<file path="src/vpr_pkg.sv">
// shared constants and types for the vector projection / rejection block
package vpr_pkg;
    localparam int FIELD_W    = 32;
    localparam int HALF_W     = 32;
    localparam int CLAMP_BITS = 40;

    typedef enum logic [1:0] {
        ST_OK    = 2'd0,
        ST_BZERO = 2'd1,
        ST_SAT   = 2'd2
    } t_status;
endpackage

</file>
<file path="src/vpr_div_stage.sv">
// one restoring-division step: one quotient bit per stage
module vpr_div_stage #(
    parameter int DW  = 64,
    parameter int NW  = 80,
    parameter int QW  = 64,
    parameter int SBW = 196
) (
    input  logic            i_clk,
    input  logic            i_rst_n,
    input  logic            i_en,
    input  logic            i_valid,
    input  logic [DW-1:0]   i_rem,
    input  logic [NW-1:0]   i_num,
    input  logic [QW-1:0]   i_q,
    input  logic [DW-1:0]   i_d,
    input  logic [SBW-1:0]  i_sb,
    output logic            o_valid,
    output logic [DW-1:0]   o_rem,
    output logic [NW-1:0]   o_num,
    output logic [QW-1:0]   o_q,
    output logic [DW-1:0]   o_d,
    output logic [SBW-1:0]  o_sb
);
    import vpr_pkg::*;

    logic [DW:0]   trial, diff;
    logic          ge;
    logic          r_valid;
    logic [DW-1:0] r_rem, r_d, n_rem;
    logic [NW-1:0] r_num;
    logic [QW-1:0] r_q;
    logic [SBW-1:0] r_sb;

    always_comb begin
        trial = {i_rem, i_num[NW-1]};
        diff  = trial - {1'b0, i_d};
        ge    = (trial >= {1'b0, i_d});
        n_rem = ge ? diff[DW-1:0] : trial[DW-1:0];
    end

    always_ff @(posedge i_clk) begin
        if (!i_rst_n) begin
            r_valid <= 1'b0;
        end else if (i_en) begin
            r_valid <= i_valid;
        end
    end

    always_ff @(posedge i_clk) begin
        if (i_en) begin
            r_rem <= n_rem;
            r_num <= i_num << 1;
            r_q   <= {i_q[QW-2:0], ge};
            r_d   <= i_d;
            r_sb  <= i_sb;
        end
    end

    assign o_valid = r_valid;
    assign o_rem   = r_rem;
    assign o_num   = r_num;
    assign o_q     = r_q;
    assign o_d     = r_d;
    assign o_sb    = r_sb;
endmodule

</file>
<file path="config.mk">
export PLATFORM = sky130hd
export DESIGN_NAME = vpr_div_stage
export DESIGN_NICKNAME = d
export VERILOG_FILES = /design/src/vpr_pkg.sv /design/src/vpr_div_stage.sv
export SDC_FILE = /design/constraint.sdc
export NUM_CORES = 1
export LEC_CHECK = 0
export ABC_AREA = 1
export BUFFER_PORTS_ARGS = -buffer_cell sky130_fd_sc_hd__clkbuf_2
export CAP_MARGIN = 20
export CORE_AREA = 4 4 364 366
export DETAILED_ROUTE_END_ITERATION = 10
export DIE_AREA = 0 0 368 370
export PLACE_DENSITY = 0.37
export SLEW_MARGIN = 15
export SYNTH_ARGS = -nofsm -noshare
export SYNTH_HDL_FRONTEND = slang
export SYNTH_SLANG_ARGS = --single-unit
export TNS_END_PERCENT = 20
</file>
<file path="constraint.sdc">
create_clock -name i_clk -period 2.35 [get_ports i_clk]
set_input_delay 0.47 -clock i_clk [delete_from_list [all_inputs] [get_ports i_clk]]
set_output_delay 0.47 -clock i_clk [all_outputs]
set_load 0.03 [all_outputs]
</file>
==> metrics.yaml, run 1 <==
floorplanning:
  die_area_mm2: 0.136
  core_area_mm2: 0.129
  die_w_um: 368
  row_count: 132
  num_io_pins: 941
  initial_core_util_pct: 16.6
  die_h_um: 370
clock_tree:
  cts-root-buf: "clkbuf_16"
  clk_pin_slew_worst_paths_ns: 0.06
  clock_sinks: 468
  clockBufferDepth: 3
  clkLatencyLatePin_ns: 0.69
  cts-htree-levels: 2
  cts_buffers: 60
  tritoncts: "yes"
  cts_setup_buffers: 0
min_path:
  hold_depth: 1
  hp-class: "input port to flip-flop"
  holdPathEnd: "o_d[34]"
  min_from: "i_d[34]"
worst_setup_path:
  reg2regPathDepth: 3
  crit_arrival_ns: 2.59
  path_max_fanout: 5
  cp.required_ns: 2.75
  r2r_start: "o_valid"
  crit_path_end_kind: "flip-flop"
  reg2reg_to: "o_valid"
  timing.reg2reg.setup_slack_ns: 1.16
  worst-setup-path-type: "input port to flip-flop"
  worstSetupStartpointType: "input port"
power:
  finalPower_w: 0.0262
  power-per-cell-area_mw_per_mm2: 722
  p_leak_nw: 17.6
  vdd_drop_max_mv: 0.539
synth:
  synth.avg_cell_area_um2: 10.4
  netlist_top_cells_count: "nand2_1, edfxtp_1, inv_1, nand3_1, nor2_1"
  synth_cells: 2052
  yosys.area.top_type: "edfxtp_1"
  synth_edf_count: 467
  synth-main-ff-cell: "edfxtp_1"
  async_flop_share_pct: 0
  netlist_top_cells_area: "edfxtp_1, nand2_1, inv_1"
  syn-cell-area_mm2: 0.0214
  synth_top_area_share_pct: 65.5
  syn-num-nets: 2589
  synth_seq_cells: 468
  yosys_warnings: 0
  synth.distinct_cells: 36
  ys_seq_area_share_pct: 65.6
  synthMostInstantiatedCell: "nand2_1"
timing:
  finalCritPeriodShare_pct: 93.2
  fin_ws_ns: 0.160
  fmax_ghz: 0.457
  maxSlewViolCount: 0
  finalWorstPathRequiredPeriod_ns: 2.19
  finalClockSkew_ns: 0
  worst_pin_slew_ns: 0.511
  rsz0062_at_grt: "no"
  slew_headroom_pct: 66.0
  hold_viol: 0
  setup_violations: 0
route:
  wl_per_cell_um: 26.4
  drt_first_iter_violations: 1131
  dr_total_vias: 20900
  firstDrtPassIters: 5
  avgViaCountPerCell: 3.79
  drc: 0
  ant_nets: 0
  wirelength_um: 146000
flow_run:
  cap_violations: 0
placed_design:
  dp_slack_ns: -0.567
  hpwl_um: 124000
  post_dp_cell_area_mm2: 0.0306
  gp_congestion: 0.919
  portBuffers: 938
final_layout:
  final_cell_area_mm2: 0.0363
  nets: 4244
  drive_gt1_share_pct: 37.7
  final_core_util_pct: 28.1
  area_growth_syn_to_layout_pct: 69.7
  n_fill_cell: 14000
grt:
  grt_pass1_wl_um: 188000
  grt_pass1_vias: 21200
  grt.overflow.total: 0
  antenna_found_initial: 90
  grt_max_degree: 71
  track_usage_pct: 20.5
outcome:
  status: "finished, final reports clean"
-- worst max-delay path by stage --
stage                     slack [ns]        end      start  cells past startpoint
after floorplan                 0.07   o_rem[3]    i_d[56]                     14
after global placement         -0.56  o_rem[43]     i_d[3]                     15
after detailed placement       -0.57  o_rem[43]     i_d[3]                     15
after CTS                       0.17  o_rem[36]  i_num[79]                     14
after global routing            0.02  o_rem[43]    i_d[25]                     16
final                           0.16  o_rem[43]     i_d[3]                     15
-- registers in the layout, summed over array words and instances (netlist names) --
signal and flops:
o_sb 196, o_num 79, o_d 64, o_q 64
o_rem 64, o_valid 1
-- routing by layer --
| layer | GRT usage [%] | share of wire, % | vias to the layer above |
|---|---|---|---|
| met2 | 35.0 | 48 | 763 |
| met1 | 23.6 | 39 | 9982 |
| li1 | - | - | 9962 |
| met5 | 0 | 0.15 | - |
| met3 | 8.60 | 10 | 180 |
| met4 | 5.05 | 2.6 | 38 |
-- cells in the final DEF, fill, tap and decap left out, types with 7 or more instances in the layout --
cell type	synthesis	final
a21oi_1	43	43
buf_12	4	17
buf_4	1	278
clkbuf_1	5	17
clkbuf_16	0	61
clkbuf_2	0	937
clkinv_1	2	13
clkinv_2	0	9
diode_2	0	21
dlygate4sd3_1	0	380
edfxtp_1	467	467
ha_1	64	64
inv_1	377	377
inv_2	21	21
nand2_1	658	657
nand2_2	42	43
nand3_1	142	141
nand3b_1	16	16
nor2_1	96	96
nor2_2	19	19
nor2_4	7	7
nor3_1	9	9
o21ai_0	7	7
xor2_1	30	30
-- cells by family (layout without fill, tap and decap cells) --
kind of cell,Yosys count,count (layout),share of synthesized area [%]
AO/OA/AOI/OAI,55,55,1.35
XOR/XNOR,31,31,1.27
adder cells (fa/ha/maj),65,65,3.83
buffers and inverters,420,2122,7.71
flip-flops,468,468,65.6
other,1,22,0.0175
AND/OR/NAND/NOR,1012,1012,20.2
-- final cells by class --
type / instances / area (um2) / share of cell area [%]
clock inverters: 31 / 307 / 0.844
clock buffers: 78 / 1590 / 4.38
repair buffers: 1613 / 10900 / 30.1
inverters: 400 / 1500 / 4.13
multi-input cells: 1164 / 5720 / 15.8
flip-flops and latches: 468 / 14000 / 38.7
diodes: 21 / 52.6 / 0.145
well taps: 1742 / 2180 / 6.00
-- worst max-delay path, cell delays in order --
cell and delay (ns):
clkbuf_2 0.09, inv_1 0.06, ha_1 0.42, nand2_1 0.15, nor2_1 0.17, buf_4 0.15
nand3_1 0.07, nand3_1 0.21, nand2_1 0.08, nand2_1 0.27, nand2_1 0.16, nand2_1 0.09
nand2_1 0.05, nand3_1 0.07, nand2_1 0.08
-- report_power, final --
part | total, W | internal (W) | switching (W)
clock network | 0.00920 | 0.00519 | 0.00401
logic | 0.00663 | 0.00224 | 0.00440
registers | 0.0104 | 0.0101 | 0.000331
-- timing repair --
action / 4_1_cts / 5_1_grt
resized for setup: 0 / 2
setup endpoints to repair: 0 / 2
endpoints found under the hold margin: 379 / 0
hold buffers: 380 / 0
-- metrics by stage --
| step | TNS (ns) | std cells | hold slack, ns |
|---|---|---|---|
| after global routing | 0 | 5504 | 0.00967 |
| after CTS | 0 | 5496 | 0.00267 |
| after global placement | -30.44 | 5007 | 0.529 |
| after detailed placement | -30.58 | 5007 | 0.554 |
| final | 0 | 5517 | 0.0434 |
| after floorplan | 0 | 2052 | 0.563 |
Power figures use the tool's default switching activity.
==> inputs of run 2 (changes only) <==
--- a/config.mk
+++ b/config.mk
@@ -12,6 +12,8 @@
 export DETAILED_ROUTE_END_ITERATION = 10
 export DIE_AREA = 0 0 368 370
 export PLACE_DENSITY = 0.37
+export REMOVE_ABC_BUFFERS = 1
+export SKIP_CTS_REPAIR_TIMING = 1
 export SLEW_MARGIN = 15
 export SYNTH_ARGS = -nofsm -noshare
 export SYNTH_HDL_FRONTEND = slang
==> metrics.yaml, run 2 (synthesis gave the netlist of run 1 again) <==
grt:
  grt.overflow.total: 0  # unchanged
  grt_pass1_wl_um: 184000  # was 188000 um
  track_usage_pct: 20.5  # about the same
  antenna_found_initial: 86  # was 90
  grt_max_degree: 63  # was 71
  grt_pass1_vias: 19700  # was 21200
min_path:
  min_from: "i_rst_n"  # was i_d[34]
  hold_depth: 3  # was 1
  holdPathEnd: "o_valid"  # was o_d[34]
  hp-class: "input port to flip-flop"  # unchanged
flow_run:
  cap_violations: 0  # unchanged
timing:
  hold_viol: 0  # unchanged
  fmax_ghz: 0.451  # was 0.457 GHz
  finalWorstPathRequiredPeriod_ns: 2.22  # was 2.19 ns
  fin_setup_tns_ns: 0  # unchanged
  finalCritPeriodShare_pct: 94.4  # was 93.2%
  maxSlewViolCount: 0  # unchanged
  rsz0062_at_grt: "no"  # unchanged
  worst_pin_slew_ns: 0.583  # was 0.511 ns
  slew_headroom_pct: 61.1  # was 66.0%
  finalClockSkew_ns: 0  # unchanged
  setup_violations: 0  # unchanged
  fin_ws_ns: 0.131  # was 0.160 ns
worst_setup_path:
  crit_arrival_ns: 2.68  # was 2.59 ns
  r2r_start: "o_valid"  # unchanged
  reg2reg_to: "o_valid"  # unchanged
  crit_path_end_kind: "flip-flop"  # unchanged
  timing.reg2reg.setup_slack_ns: 1.73  # was 1.16 ns
  path_max_fanout: 4  # was 5
  reg2regPathDepth: 2  # was 3
  worst-setup-path-type: "input port to flip-flop"  # unchanged
  cp.required_ns: 2.81  # was 2.75 ns
  worstSetupStartpointType: "input port"  # unchanged
final_layout:
  nets: 4259  # was 4244
  multi_input_area_mm2: 0.00572  # about the same
  final_cell_mix: "clkbuf_2, nand2_1, edfxtp_1, inv_1, dlygate4sd3_1"  # was clkbuf_2, nand2_1, edfxtp_1, dlygate4sd3_1, inv_1
  largest_register_ffs: 196  # unchanged
  n_fill_cell: 14100  # was 14000
  final_core_util_pct: 28.3  # was 28.1%
  seqCellArea_mm2: 0.0140  # unchanged
  area_growth_syn_to_layout_pct: 70.8  # was 69.7%
  drive_gt1_share_pct: 38.6  # was 37.7%
  layout_commonest_cell: "clkbuf_2"  # unchanged
route:
  drc: 0  # unchanged
  firstDrtPassIters: 5  # unchanged
  dr_total_vias: 20900  # about the same
  ant_nets: 0  # unchanged
  drt_first_iter_violations: 1313  # was 1131
  wl_per_cell_um: 26.6  # was 26.4 um
  avgViaCountPerCell: 3.78  # was 3.79
  wirelength_um: 148000  # was 146000 um
clock_tree:
  clk_pin_slew_worst_paths_ns: 0.07  # was 0.06 ns
  clockBufferDepth: 3  # unchanged
  cts-htree-levels: 2  # unchanged
  cts-root-buf: "clkbuf_16"  # unchanged
  clkLatencyLatePin_ns: 0.67  # was 0.69 ns
  clock_sinks: 468  # unchanged
  tritoncts: "yes"  # unchanged
  cts_buffers: 61  # was 60
outcome:
  status: "finished, final reports clean"  # unchanged
floorplanning:
  initial_core_util_pct: 16.6  # unchanged
  core_area_mm2: 0.129  # unchanged
  row_count: 132  # unchanged
  die_w_um: 368  # unchanged
  die_area_mm2: 0.136  # unchanged
  die_h_um: 370  # unchanged
  num_io_pins: 941  # unchanged
placed_design:
  hpwl_um: 126000  # was 124000 um
  portBuffers: 938  # unchanged
  dp_slack_ns: -0.588  # was -0.567 ns
  gp_congestion: 0.910  # was 0.919
power:
  p_leak_nw: 17.7  # was 17.6 nW
  finalPower_w: 0.0270  # was 0.0262 W
  vdd_drop_max_mv: 0.587  # was 0.539 mV
  power-per-cell-area_mw_per_mm2: 738  # was 722 mW/mm2
==> run 2: changes by cell type in the layout (fill, tap and decap cells not counted), moves of 2 or more <==
cell | before | now
diode_2 | 21 | 27
inv_6 | 0 | 4
clkbuf_1 | 17 | 7
clkinv_1 | 13 | 11
clkinv_2 | 9 | 11
clkinvlp_4 | 3 | 10
dlygate4sd3_1 | 380 | 366
buf_4 | 278 | 307
bufinv_16 | 4 | 7
==> run 2: critical path: stages <==
cell	delay [ns]
clkbuf_2	0.10
inv_1	0.05
ha_1	0.40
nand2_1	0.15
buf_4	0.16
nor2_1	0.25
nand2_1	0.21
nor4_1	0.45
a21oi_1	0.17
nand2_1	0.09
nand2_1	0.05
nand3_1	0.08
nand2_1	0.05
==> run 2: area by class of cell <==
cell class / instances / area share (%)
well taps: 1742 / 5.96
clock inverters: 45 / 1.33
flip-flops and latches: 468 / 38.4
clock buffers: 69 / 4.31
multi-input cells: 1164 / 15.6
diodes: 27 / 0.185
inverters: 400 / 4.11
repair buffers: 1627 / 30.1
==> run 2: worst max path at each step <==
stage,from,end,depth (start not counted)
6_report,i_d[46],o_rem[58],13
5_1_grt,i_d[27],o_rem[38],16
4_1_cts,i_d[46],o_rem[58],13
3_5_place_dp,i_d[46],o_rem[58],13
3_3_place_gp,i_d[46],o_rem[58],13
2_1_floorplan,i_d[56],o_rem[0],12
==> run 2: power breakdown <==
group,switching (W),internal [W],total (W)
Combinational,0.00447,0.00229,0.00675
Sequential,0.000295,0.0101,0.0104
Clock,0.00424,0.00562,0.00987
==> run 2: routing by layer <==
metal  up-vias  share of wire (%)  global-route usage [%]
met3       182                 11                    10.9
met2       784                 48                    35.1
met4        30                2.9                    5.42
met1      9944                 37                    21.9
li1       9989                  -                       -
met5         -               0.11                       0
==> run 2: per-stage QoR <==
step	cell area [um2]	hold slack, ns	instances
finish	36600	0.0190	5542
global route	36500	0.000796	5530
CTS	32800	-0.110	5149
detailed placement	30800	0.532	5035
global placement	30800	0.530	5035
floorplan	21300	0.563	2032
